## src/design/bfsp_pkg.sv

```systemverilog
// Shared types, constants and a saturating add for the shortest-path block.
package bfsp_pkg;
   localparam logic [0:0] CSR_VERTEX_COUNT  = 1'b0;
   localparam logic [0:0] CSR_SOURCE_VERTEX = 1'b1;
   localparam int unsigned MAX_VERTICES = 16;
   localparam int unsigned COUNT_BITS  = 5;
   localparam int unsigned VERTEX_BITS = 4;
   localparam int unsigned COST_BITS   = 32;
   localparam logic signed [31:0] COST_MAX = 32'sh7FFF_FFFF;
   localparam logic signed [31:0] COST_MIN = 32'sh8000_0000;

   typedef struct packed {
      logic        valid;
      logic [3:0]  vertex_index;
      logic [31:0] path_cost;
      logic [3:0]  parent_vertex;
      logic        has_parent;
      logic        reached;
      logic        negative_cycle;
      logic        last;
   } rsp_type;

   function automatic logic signed [31:0] sat_add(input logic signed [31:0] a,
                                                  input logic signed [31:0] b);
      logic signed [32:0] s;
      s = {a[31], a} + {b[31], b};
      if (s > 33'sd2147483647) return COST_MAX;
      if (s < -33'sd2147483648) return COST_MIN;
      return s[31:0];
   endfunction
endpackage

```

## src/design/bfsp_weight_mem.sv

```systemverilog
// Adjacency weight memory with a registered read port.
module bfsp_weight_mem #(
   parameter int unsigned ADDR_BITS = 8,
   parameter int unsigned DATA_BITS = 16
) (
   input  logic                 clock,
   input  logic                 wr_en,
   input  logic [ADDR_BITS-1:0] wr_addr,
   input  logic [DATA_BITS-1:0] wr_data,
   input  logic [ADDR_BITS-1:0] rd_addr,
   output logic [DATA_BITS-1:0] rd_data
);
   logic [DATA_BITS-1:0] mem [(1 << ADDR_BITS)];
   always_ff @(posedge clock) begin
      if (wr_en) mem[wr_addr] <= wr_data;
      rd_data <= mem[rd_addr];
   end
endmodule

```

## src/design/bellman_ford_shortest_paths.sv

```systemverilog
// Top level: weight load, relaxation sequencer and result output.
// Loads n*n weights, one word per cycle while busy is low. The word that completes
// the matrix raises busy: a setup state, then n-1 relaxation passes and one check
// pass, each reading one edge per cycle through the weight memory and ending in a
// drain step, then a restart before the next pass; every distance update replays
// the edge read behind it. Then one result per vertex, or a single cycle report,
// follows, each result strobed in the cycle after its output state; busy drops as
// the last result appears. Results cannot be stalled.
module bellman_ford_shortest_paths #(
   parameter int unsigned WEIGHT_BITS  = 16
) (
   input  logic                    clock,
   input  logic                    reset,
   input  logic                    start,
   output logic                    busy,
   input  logic signed [WEIGHT_BITS-1:0] req_edge_weight,
   input  logic                    csr_valid,
   output logic                    csr_ready,
   input  logic [0:0]              csr_index,
   input  logic [bfsp_pkg::COUNT_BITS-1:0] csr_data,
   output logic                    rsp_strobe,
   output logic [3:0]              rsp_vertex_index,
   output logic signed [31:0]      rsp_path_cost,
   output logic [3:0]              rsp_parent_vertex,
   output logic                    rsp_has_parent,
   output logic                    rsp_reached,
   output logic                    rsp_negative_cycle,
   output logic                    rsp_last
);
   localparam int unsigned MAX_VERTICES = bfsp_pkg::MAX_VERTICES;
   localparam int unsigned VB = (MAX_VERTICES > 1) ? $clog2(MAX_VERTICES) : 1;
   localparam int unsigned AB = 2 * VB;
   localparam int unsigned CB = $clog2(MAX_VERTICES * MAX_VERTICES + 1);
   localparam int unsigned NB = $clog2(MAX_VERTICES + 1);

   localparam logic [2:0] ST_LOAD  = 3'd0;
   localparam logic [2:0] ST_INIT  = 3'd1;
   localparam logic [2:0] ST_RELAX = 3'd2;
   localparam logic [2:0] ST_OUT   = 3'd3;
   localparam logic [2:0] ST_NEG   = 3'd4;

   logic [2:0]    state_ff, state_in;
   logic [4:0]    vcount_ff;
   logic [3:0]    source_ff;
   logic [CB-1:0] load_ff;
   logic [VB-1:0] u_ff, u_in, v_ff, v_in, u_d_ff, v_d_ff;
   logic [NB-1:0] pass_ff, pass_in;
   logic          run_ff, run_in, run_d_ff, run_d_in;
   logic [MAX_VERTICES-1:0] reached_ff, reached_in, haspar_ff, haspar_in;
   logic signed [31:0] dist_mem [MAX_VERTICES];
   logic [VB-1:0]      par_mem  [MAX_VERTICES];
   logic signed [31:0] du_ff, dv_ff;
   logic [WEIGHT_BITS-1:0] w_rd;
   bfsp_pkg::rsp_type rsp_ff;

   logic [NB-1:0] n;
   always_comb begin
      if (vcount_ff == 5'd0) n = NB'(1);
      else if (32'(vcount_ff) > MAX_VERTICES) n = NB'(MAX_VERTICES);
      else n = NB'(vcount_ff);
   end
   logic [CB-1:0] nn;
   assign nn = CB'(32'(n) * 32'(n));
   logic [VB-1:0] nm1;
   assign nm1 = VB'(n - NB'(1));

   logic accept;
   assign busy   = (state_ff != ST_LOAD);
   assign accept = start && !busy;
   assign csr_ready = 1'b1;

   logic [AB-1:0] rd_addr;
   assign rd_addr = AB'(32'(u_ff) * 32'(n) + 32'(v_ff));

   bfsp_weight_mem #(.ADDR_BITS(AB), .DATA_BITS(WEIGHT_BITS)) u_wmem (
      .clock   (clock),
      .wr_en   (accept && (32'(load_ff) < MAX_VERTICES * MAX_VERTICES)),
      .wr_addr (load_ff[AB-1:0]),
      .wr_data (req_edge_weight),
      .rd_addr (rd_addr),
      .rd_data (w_rd)
   );

   // relax evaluation on the delayed edge
   logic signed [31:0] w_ext, cand;
   logic               relax;
   assign w_ext = 32'(signed'(w_rd));
   assign cand  = bfsp_pkg::sat_add(du_ff, w_ext);
   assign relax = run_d_ff && reached_ff[u_d_ff] && (w_rd != '0) &&
                  (!reached_ff[v_d_ff] || cand < dv_ff);
   logic checking;
   assign checking = (32'(pass_ff) == 32'(n) - 1);

   logic last_edge;
   assign last_edge = (u_ff == nm1) && (v_ff == nm1);

   always_comb begin
      state_in = state_ff;
      case (state_ff)
         ST_LOAD:  if (accept && (load_ff + CB'(1) >= nn)) state_in = ST_INIT;
         ST_INIT:  state_in = ST_RELAX;
         ST_RELAX: if (relax && checking) state_in = ST_NEG;
                   else if (!run_ff && !run_d_ff && checking) state_in = ST_OUT;
         ST_OUT:   if (v_ff == nm1) state_in = ST_LOAD;
         ST_NEG:   state_in = ST_LOAD;
         default:  state_in = ST_LOAD;
      endcase
   end

   always_comb begin
      u_in       = u_ff;
      v_in       = v_ff;
      pass_in    = pass_ff;
      run_in     = run_ff;
      run_d_in   = run_ff;
      reached_in = reached_ff;
      haspar_in  = haspar_ff;
      case (state_ff)
         ST_INIT: begin
            reached_in = '0;
            haspar_in  = '0;
            if (32'(source_ff) < 32'(n)) reached_in[source_ff[VB-1:0]] = 1'b1;
            u_in = '0; v_in = '0; pass_in = '0; run_in = 1'b1;
         end
         ST_RELAX: begin
            if (run_ff) begin
               if (v_ff == nm1) begin v_in = '0; u_in = u_ff + VB'(1); end
               else v_in = v_ff + VB'(1);
               if (last_edge) run_in = 1'b0;
            end
            // one-edge interlock: a relax clears the pipeline and replays
            if (relax && !checking) begin
               reached_in[v_d_ff] = 1'b1;
               haspar_in[v_d_ff]  = 1'b1;
               if (run_ff || !(u_d_ff == nm1 && v_d_ff == nm1)) begin
                  run_in   = 1'b1;
                  run_d_in = 1'b0;
                  if (v_d_ff == nm1) begin v_in = '0; u_in = u_d_ff + VB'(1); end
                  else begin v_in = v_d_ff + VB'(1); u_in = u_d_ff; end
               end
            end
            if (!run_ff && !run_d_ff) begin
               if (!checking) begin
                  pass_in = pass_ff + NB'(1);
                  run_in = 1'b1; u_in = '0; v_in = '0;
               end else v_in = '0;
            end
         end
         ST_OUT: v_in = v_ff + VB'(1);
         ST_NEG: begin
            run_in   = 1'b0;
            run_d_in = 1'b0;
         end
         default: ;
      endcase
   end

   always_ff @(posedge clock) begin
      if (reset) begin
         state_ff  <= ST_LOAD;
         vcount_ff <= 5'd16;
         source_ff <= 4'd0;
         load_ff   <= '0;
         run_ff    <= 1'b0;
         run_d_ff  <= 1'b0;
         reached_ff <= '0;
         haspar_ff <= '0;
         rsp_ff.valid <= 1'b0;
      end else begin
         state_ff   <= state_in;
         run_ff     <= run_in;
         run_d_ff   <= run_d_in;
         reached_ff <= reached_in;
         haspar_ff  <= haspar_in;
         u_ff       <= u_in;
         v_ff       <= v_in;
         pass_ff    <= pass_in;
         rsp_ff.valid <= (state_ff == ST_OUT) || (state_ff == ST_NEG);
         if (csr_valid && csr_ready) begin
            if (csr_index == bfsp_pkg::CSR_VERTEX_COUNT) vcount_ff <= csr_data;
            else source_ff <= csr_data[3:0];
         end
         u_d_ff   <= u_ff;
         v_d_ff   <= v_ff;
         du_ff    <= dist_mem[u_ff];
         dv_ff    <= dist_mem[v_ff];
         case (state_ff)
            ST_LOAD: if (accept) load_ff <= (load_ff + CB'(1) >= nn) ? '0 : load_ff + CB'(1);
            ST_INIT: if (32'(source_ff) < 32'(n)) dist_mem[source_ff[VB-1:0]] <= '0;
            ST_RELAX: begin
               if (relax && !checking) begin
                  dist_mem[v_d_ff] <= cand;
                  par_mem[v_d_ff]  <= u_d_ff;
               end
            end
            ST_OUT: begin
               rsp_ff.vertex_index   <= 4'(v_ff);
               rsp_ff.path_cost      <= reached_ff[v_ff] ? dist_mem[v_ff] : '0;
               rsp_ff.parent_vertex  <= (reached_ff[v_ff] && haspar_ff[v_ff])
                                        ? 4'(par_mem[v_ff]) : 4'd0;
               rsp_ff.has_parent     <= reached_ff[v_ff] && haspar_ff[v_ff];
               rsp_ff.reached        <= reached_ff[v_ff];
               rsp_ff.negative_cycle <= 1'b0;
               rsp_ff.last           <= (v_ff == nm1);
            end
            ST_NEG: begin
               rsp_ff.vertex_index   <= 4'd0;
               rsp_ff.path_cost      <= '0;
               rsp_ff.parent_vertex  <= 4'd0;
               rsp_ff.has_parent     <= 1'b0;
               rsp_ff.reached        <= 1'b0;
               rsp_ff.negative_cycle <= 1'b1;
               rsp_ff.last           <= 1'b1;
            end
            default: ;
         endcase
      end
   end

   assign rsp_strobe         = rsp_ff.valid;
   assign rsp_vertex_index   = rsp_ff.vertex_index;
   assign rsp_path_cost      = rsp_ff.path_cost;
   assign rsp_parent_vertex  = rsp_ff.parent_vertex;
   assign rsp_has_parent     = rsp_ff.has_parent;
   assign rsp_reached        = rsp_ff.reached;
   assign rsp_negative_cycle = rsp_ff.negative_cycle;
   assign rsp_last           = rsp_ff.last;

   a_no_rsp_while_loading: assert property (@(posedge clock) disable iff (reset)
      state_ff == ST_LOAD && $past(state_ff) == ST_LOAD |-> !rsp_ff.valid)
      else $error("result while loading");
   a_neg_is_last: assert property (@(posedge clock) disable iff (reset)
      rsp_ff.valid && rsp_ff.negative_cycle |-> rsp_ff.last)
      else $error("cycle report not last");
   a_last_ends_run: assert property (@(posedge clock) disable iff (reset)
      rsp_ff.valid && rsp_ff.last |-> state_ff == ST_LOAD)
      else $error("run did not end");
endmodule
```

## config.mk

```make
export PLATFORM = sky130hd
export DESIGN_NAME = bellman_ford_shortest_paths
export DESIGN_NICKNAME = d
export VERILOG_FILES = /design/src/design/bfsp_pkg.sv /design/src/design/bfsp_weight_mem.sv /design/src/design/bellman_ford_shortest_paths.sv
export SDC_FILE = /design/constraint.sdc
export NUM_CORES = 2
export LEC_CHECK = 0
export BUFFER_PORTS_ARGS = -buffer_cell sky130_fd_sc_hd__buf_2
export CAP_MARGIN = 20
export CORE_MARGIN = 5
export CORE_UTILIZATION = 31
export CTS_CLUSTER_DIAMETER = 150
export DETAILED_ROUTE_END_ITERATION = 8
export SLEW_MARGIN = 10
export SYNTH_ARGS = -nofsm -noshare
export SYNTH_HDL_FRONTEND = slang
export SYNTH_HIERARCHICAL = 1
export SYNTH_MEMORY_MAX_BITS = 65536
export SYNTH_SLANG_ARGS = --single-unit
export TNS_END_PERCENT = 1
```

## constraint.sdc

```tcl
create_clock -name clock -period 11.3 [get_ports clock]
set_clock_uncertainty 0.05 [all_clocks]
set_input_delay 0 -clock clock [delete_from_list [all_inputs] [get_ports clock]]
set_output_delay 0 -clock clock [all_outputs]
set_load 0.02 [all_outputs]
```

**After elaboration in Yosys (flattened, before gate mapping)**

Memory sizes are Yosys's and may differ from the RTL's. A register that Yosys moved wholly into a read port is not among the register bits.
Cells that the tools add are included.

- Register bits after elaboration: 153
- RAM bits: 4672
- Output and inout port bits: 47
- Word-level logic and storage cells: 190
- Memories: 3

Memories:

| memory | depth | width | rd ports | clocked after memory_dff | write ports | RTL line | RTL |
|---|---|---|---|---|---|---|---|
| u_wmem.mem | 256 | 16 | 1 | 1 | 1 | bfsp_weight_mem.sv:13 | `logic [DATA_BITS-1:0] mem [(1 << ADDR_BITS)];` |
| dist_mem | 16 | 32 | 2 | 2 | 1 | bellman_ford_shortest_paths.sv:50 | `logic signed [31:0] dist_mem [MAX_VERTICES];` |
| par_mem | 16 | 4 | 1 | 1 | 1 | bellman_ford_shortest_paths.sv:51 | `logic [VB-1:0] par_mem [MAX_VERTICES];` |

- Add/sub/neg operators: 10
- Multiply operators: 2
- Order comparisons: 13
- Equality and inequality tests: 15
- Mux-type cells: 78
- Bitwise logic cells: 4
- Reduce and logical (&&, ||, !) cells: 43

Operators with widths:

| operator | count |
|---|---|
| $mux W32 | 6 |
| $pmux W44 S2 | 1 |
| $mux W4 | 17 |
| $pmux W16 S2 | 2 |
| $mux W16 | 3 |
| $add A32 B16 Y33 | 1 |
| $gt A33 B32 Y1 const B | 1 |
| $lt A33 B32 Y1 const B | 1 |
| $eq A5 B32 Y1 | 1 |
| $lt A32 B32 Y1 | 1 |
| $or A16 B16 Y16 | 2 |
| $reduce_or A32 Y1 | 1 |
| $mux W1 | 28 |
| $lt A4 B5 Y1 const B | 4 |
| $mux W5 | 4 |
| $add A4 B1 Y4 const B | 4 |
| $bmux W1 S4 | 4 |
| $eq A4 B4 Y1 | 4 |
| $reduce_bool A16 Y1 | 1 |
| $logic_and A1 B1 Y1 | 15 |
| $reduce_and A2 Y1 | 7 |
| $mux W3 | 4 |
| $pmux W3 S4 | 1 |
| $pmux W4 S3 | 1 |
| other kinds (33) | 51 |

**Depth between registers and ports, before layout**

- Depth after elaboration: 16
- Gate-level depth with buffers: 25

**Modules after synthesis**

The synthesis kept the hierarchy.

Modules (own cells, without submodules):

| module | instances | cells an instance | area an instance (µm²) | seq. area each (µm²) |
|---|---|---|---|---|
| bfsp_weight_mem | 1 | 7360 | 158714.7 | 123318.3 |
| bellman_ford_shortest_paths | 1 | 2359 | 38503.2 | 22371.5 |

**Worst setup path after synthesis**

Ideal clock, no wire load.

- Path kind: register -> register
- From: register u_wmem.rd_data[15], read port of u_wmem.mem
- To: memory dist_mem[12][0], enable pin
- Library setup time: 0.472 ns
- Arrival time: 7.474 ns
- Required time: 10.778 ns
- Path slack: 3.304 ns
- Cell stages (with the launch flop): 21
- Path buffers: 2
- Clock period less this slack: 7.996 ns
- Path through: dfxtp_1 ha_1 buf_6 a21o_1 a21o_1 a21o_1 a311o_1 a31oi_4 a21oi_2 mux2_2 clkbuf_1 a21o_1 ha_1 and4_1 and3_1 nand3_1 o311ai_0 o22ai_1 nor4b_2 nand2_1 o32ai_1

- Word-level cells in the longest chain between the ends: 16

Ends and longest elaborated chain:

| what | RTL line | RTL |
|---|---|---|
| from (decl) | bfsp_weight_mem.sv:11 | `output logic [DATA_BITS-1:0] rd_data` |
| $add A32 B16 Y33 | bfsp_pkg.sv:26 | `s = {a[31], a} + {b[31], b};` |
| $lt A33 B32 Y1 | bfsp_pkg.sv:28 | `if (s < -33'sd2147483648) return COST_MIN;` |
| $mux W1 (2 in series) | bfsp_pkg.sv:28 |  |
| $mux W32 | bfsp_pkg.sv:29 | `return s[31:0];` |
| $mux W32 | bfsp_pkg.sv:28 |  |
| $lt A32 B32 Y1 | bellman_ford_shortest_paths.sv:90 | `(!reached_ff[v_d_ff] \|\| cand < dv_ff);` |
| $logic_or A1 B1 Y1 | bellman_ford_shortest_paths.sv:90 |  |
| $logic_and A1 B1 Y1 (*) | bellman_ford_shortest_paths.sv:89 | `assign relax = run_d_ff && reached_ff[u_d_ff] && (w_rd != '0) &&` |
| $logic_and A1 B1 Y1 (*) | bellman_ford_shortest_paths.sv:191 | `if (relax && !checking) begin` |
| $mux W1 (*) | bellman_ford_shortest_paths.sv:191 |  |
| $mux W1 (*) | bellman_ford_shortest_paths.sv:187 | `case (state_ff)` |
| $mux W1 (*) | bellman_ford_shortest_paths.sv:159 | `if (reset) begin` |
| $mux W1 (implied by the code) (*) | bellman_ford_shortest_paths.sv:192 | `dist_mem[v_d_ff] <= cand;` |
| $reduce_or A32 Y1 (no line) | n/a |  |
| $mux W4 (no line) / $mux W1 (equally long branches) | n/a |  |
| to (decl) | bellman_ford_shortest_paths.sv:50 |  |

Every way passes the cells marked *; elsewhere a longest branch is shown, timed or not. The select of a mux whose other input is x is not followed.

**Worst setup path after layout**

- From: register u_wmem.rd_data[15], read port of u_wmem.mem
- To: memory dist_mem[12][13], enable pin

Same word-level chain as after synthesis.

==> flow_metrics.tcl <==
set metrics [dict create \
    status "completed" \
    start_kind "flop" \
    io_pins 73 \
    place.gp.congestion 0.849 \
    grt_max_degree 186 \
    multi_input_area_um2 48500 \
    slew_headroom_pct 13.7 \
    r2r_slack_ns 2.86 \
    reg2regPathDepth 21 \
    postCtsSetupBuffers 0 \
    numCtsBuffers 484 \
    syn_area_um2 197000 \
    clock-sinks 4877 \
    crit_path_frequent_cell "buf_4" \
    worst_path_dominant_cell_family "compound AO/OA/AOI/OAI gates" \
    finalPower_w 0.0378 \
    cts_root_buf "clkbuf_16" \
    use_met1_pct 22.0 \
    ys.flop_type "edfxtp_1" \
    finalHoldViolCount 0 \
    power_density_nw_per_um2 168 \
    portBuffers 71 \
    drive_gt1_share_pct 24.6 \
    hold_class "in -> reg" \
    path_clk_slew_ns 0.06 \
    syn2layout_area_growth_pct 14.4 \
    start_util_pct 31.0 \
    synthArstFlopShare_pct 0 \
    hold_path_startpoint "req_edge_weight[5]" \
    cts_buffer_depth 4 \
    timing.final.crit_share_pct 74.7 \
    hpwl_um 312000 \
    layout_common_cells "edfxtp_1, mux4_2, mux2i_1" \
    busiest_layer "met2" \
    die_y_um 808 \
    final_nets 10300 \
    p_leak_nw 71.2 \
    fmax_mhz 118 \
    critPathMaxStageDelay_ns 1.04 \
    rsz0062_at_grt "false" \
    synth_cell_types 92 \
    cts_tree "yes" \
    hold_depth 2 \
    final_util_pct 35.5 \
    die-area_um2 652000 \
    min_period_ns 8.44 \
    grtUsageTotal_pct 15.7 \
    slowest_stage "o32ai_4" \
    ys_warn_count 6 \
    fp.dieW_um 808 \
    endpoint_kind "flop" \
    layout_commonest_cell "edfxtp_1" \
    cts_max_level 5 \
    clock_latency_ns 1.06 \
    grt_pass1_wl_um 755000 \
    nFillCells 58200 \
    syn-instance-count 9719 \
    reg2reg_from "u_wmem/rd_data[15]$_DFF_P_" \
    use_met2_pct 25.0 \
    area.sequential_um2 146000 \
    grt_util_met3_pct 2.65 \
    final_antenna_net_count 0 \
    critPathBufInv 3 \
    grt-ovfl-total 0 \
    tightest_slew_ns 1.28 \
    drt_iter0_drc 12300 \
    drc 0 \
    synth.avg_cell_area_um2 20.3 \
    setup-tns-final_ns 0 \
    core_um2 635000 \
    synth_edf_count 4801 \
    required_ns 11.88 \
    vias 101000 \
    drt-wirelength-per-cell_um 27.9 \
    grt_pass1_vias 99400 \
    ys_seq_elements 4877 \
    cap_viol_max_count 0 \
    crit_fanout 35 \
    via_per_inst 5.33 \
    cts.repair.resized 0 \
    drt_wl_total_um 530000 \
    core.rowCount 293 \
    slew_viol_final 0 \
    cp.arrival_ns 9.02 \
    path_class "reg -> reg" \
    worstPathCellList "ha_1, a21oi_1, o21ai_0, a311oi_1, nand2_1, o31a_1, and3_1, mux2i_4, a21o_1, ha_1, and4_1, and3_1, nand3_1, o311ai_0, o22ai_1, buf_4, nor4b_4, buf_4, nand2_1, o32ai_4, buf_4" \
    r2r-end "dist_mem[12][13]$_DFFE_PP_" \
    setup_viol 0 \
    min_to "u_wmem/mem[30][5]$_DFFE_PP_" \
    dr.pass1.iters 6 \
    yosysSeqAreaShare_pct 73.9 \
    irDropWorstVdd_mv 0.155 \
    antenna_found_initial 30 \
]
sequential cells by signal, indices dropped and copies added, names as in the netlist, 3 cells and up, named ones only:
register	cells
state_ff	3
source_ff	4
u_wmem/mem	4096
v_ff	4
dv_ff	32
du_ff	32
dist_mem	512
pass_ff	5
rsp_path_cost	32
u_ff	4
u_d_ff	4
par_mem	64
load_ff	9
v_d_ff	4
vcount_ff	5
rsp_vertex_index	4
u_wmem/rd_data	16
reached_ff	16
haspar_ff	16
rsp_parent_vertex	4
where the power goes:
part / internal, W / total, W / switching, W
Combinational: 0.000698 / 0.00203 / 0.00133
Clock: 0.00904 / 0.0159 / 0.00686
Sequential: 0.0199 / 0.0199 / 0.0000387
Total: 0.0296 / 0.0378 / 0.00824
cell type report:
class	instances	area share, %
timing repair buffer	579	2.17
clock buffer	603	5.67
clock inverter	304	1.26
inverter	93	0.161
multi-input combinational	4138	21.5
antenna	9	0.00998
sequential	4877	64.6
tap	8407	4.66
metrics by stage:
step | hold WS, ns | std cells | worst slack [ns] | instance area (um2)
global route | 0.0267 | 19000 | 2.47 | 226000
global placement | 0.271 | 18000 | 2.90 | 209000
CTS | 0.0168 | 19000 | 2.99 | 225000
floorplan | 0.0489 | 9721 | 3.30 | 197000
finish | 0.0288 | 19000 | 2.86 | 226000
detailed placement | 0.274 | 18000 | 3.02 | 209000
timing repair:
action	CTS	global route
hold endpoints to repair	2902	28
endpoints found under the setup margin	0	0
hold buffers	51	1
synthesized netlist by cell type (26+ instances only):
| cell | count | area share, % |
|---|---|---|
| edfxtp_1 | 4801 | 73 |
| mux4_2 | 1157 | 13 |
| mux2i_1 | 573 | 2.9 |
| nor2_1 | 384 | 0.73 |
| clkbuf_1 | 345 | 0.66 |
| a21oi_1 | 279 | 0.71 |
| o221ai_1 | 252 | 1.1 |
| o22ai_1 | 160 | 0.51 |
| nor3_1 | 126 | 0.32 |
| nand2_1 | 120 | 0.23 |
| ha_1 | 113 | 0.72 |
| and3_1 | 96 | 0.30 |
| mux2_2 | 90 | 0.51 |
| inv_1 | 87 | 0.17 |
| buf_6 | 84 | 0.48 |
| buf_2 | 82 | 0.21 |
| nand3_1 | 82 | 0.21 |
| dfxtp_1 | 76 | 0.77 |
| o21ai_0 | 71 | 0.18 |
| buf_1 | 58 | 0.11 |
| a21o_1 | 49 | 0.19 |
| a22oi_1 | 49 | 0.19 |
| nand4_1 | 44 | 0.14 |
| xnor2_1 | 44 | 0.20 |
| xor2_1 | 34 | 0.15 |
| a22o_1 | 32 | 0.14 |
| a221oi_1 | 31 | 0.14 |
| a211oi_1 | 29 | 0.11 |
| and2_1 | 28 | 0.089 |
| buf_4 | 27 | 0.10 |
| nor4_1 | 26 | 0.082 |
cell families (layout without fill, tap and decap cells):
logic type	Yosys count	in the layout	synth area share, %
adder cells (fa/ha/maj)	125	125	0.839
flip-flops	4877	4877	73.9
other	2	13	0.00381
AND/OR/NAND/NOR	986	986	2.41
XOR/XNOR	79	79	0.355
AO/OA/AOI/OAI	1124	1124	4.02
buffers and inverters	706	1579	1.87
multiplexers	1820	1820	16.6
routing by layer:
| layer | up-vias | part of all wire (%) |
|---|---|---|
| met3 | 807 | 7.9 |
| met4 | 12 | 3.1 |
| met2 | 4344 | 47 |
| met5 | - | 0.015 |
| met1 | 54400 | 42 |
| li1 | 41900 | - |
worst max-delay path by stage:
stage	endpoint	cells after the start	start	slack, ns
global route	dist_mem[12][17]$_DFFE_PP_	21	u_wmem/rd_data[15]$_DFF_P_	2.47
CTS	dist_mem[12][13]$_DFFE_PP_	21	u_wmem/rd_data[15]$_DFF_P_	2.99
finish	dist_mem[12][13]$_DFFE_PP_	21	u_wmem/rd_data[15]$_DFF_P_	2.86
detailed placement	dist_mem[12][19]$_DFFE_PP_	21	u_wmem/rd_data[15]$_DFF_P_	3.02
floorplan	dist_mem[12][0]$_DFFE_PP_	20	u_wmem/rd_data[15]$_DFF_P_	3.30
global placement	dist_mem[12][19]$_DFFE_PP_	22	u_wmem/rd_data[15]$_DFF_P_	2.90
worst register-to-register path: cells and delay by family (launching register included):
family                     cells  cell delay [ns]
muxes                          1             0.72
buffers and inverters          3             1.19
and+or+nand+nor                7             1.38
DFF                            1             0.88
adders and majority gates      2             0.60
AOI/OAI and AO/OA              8             3.27
No activity file was read; power rests on OpenSTA's default activity.
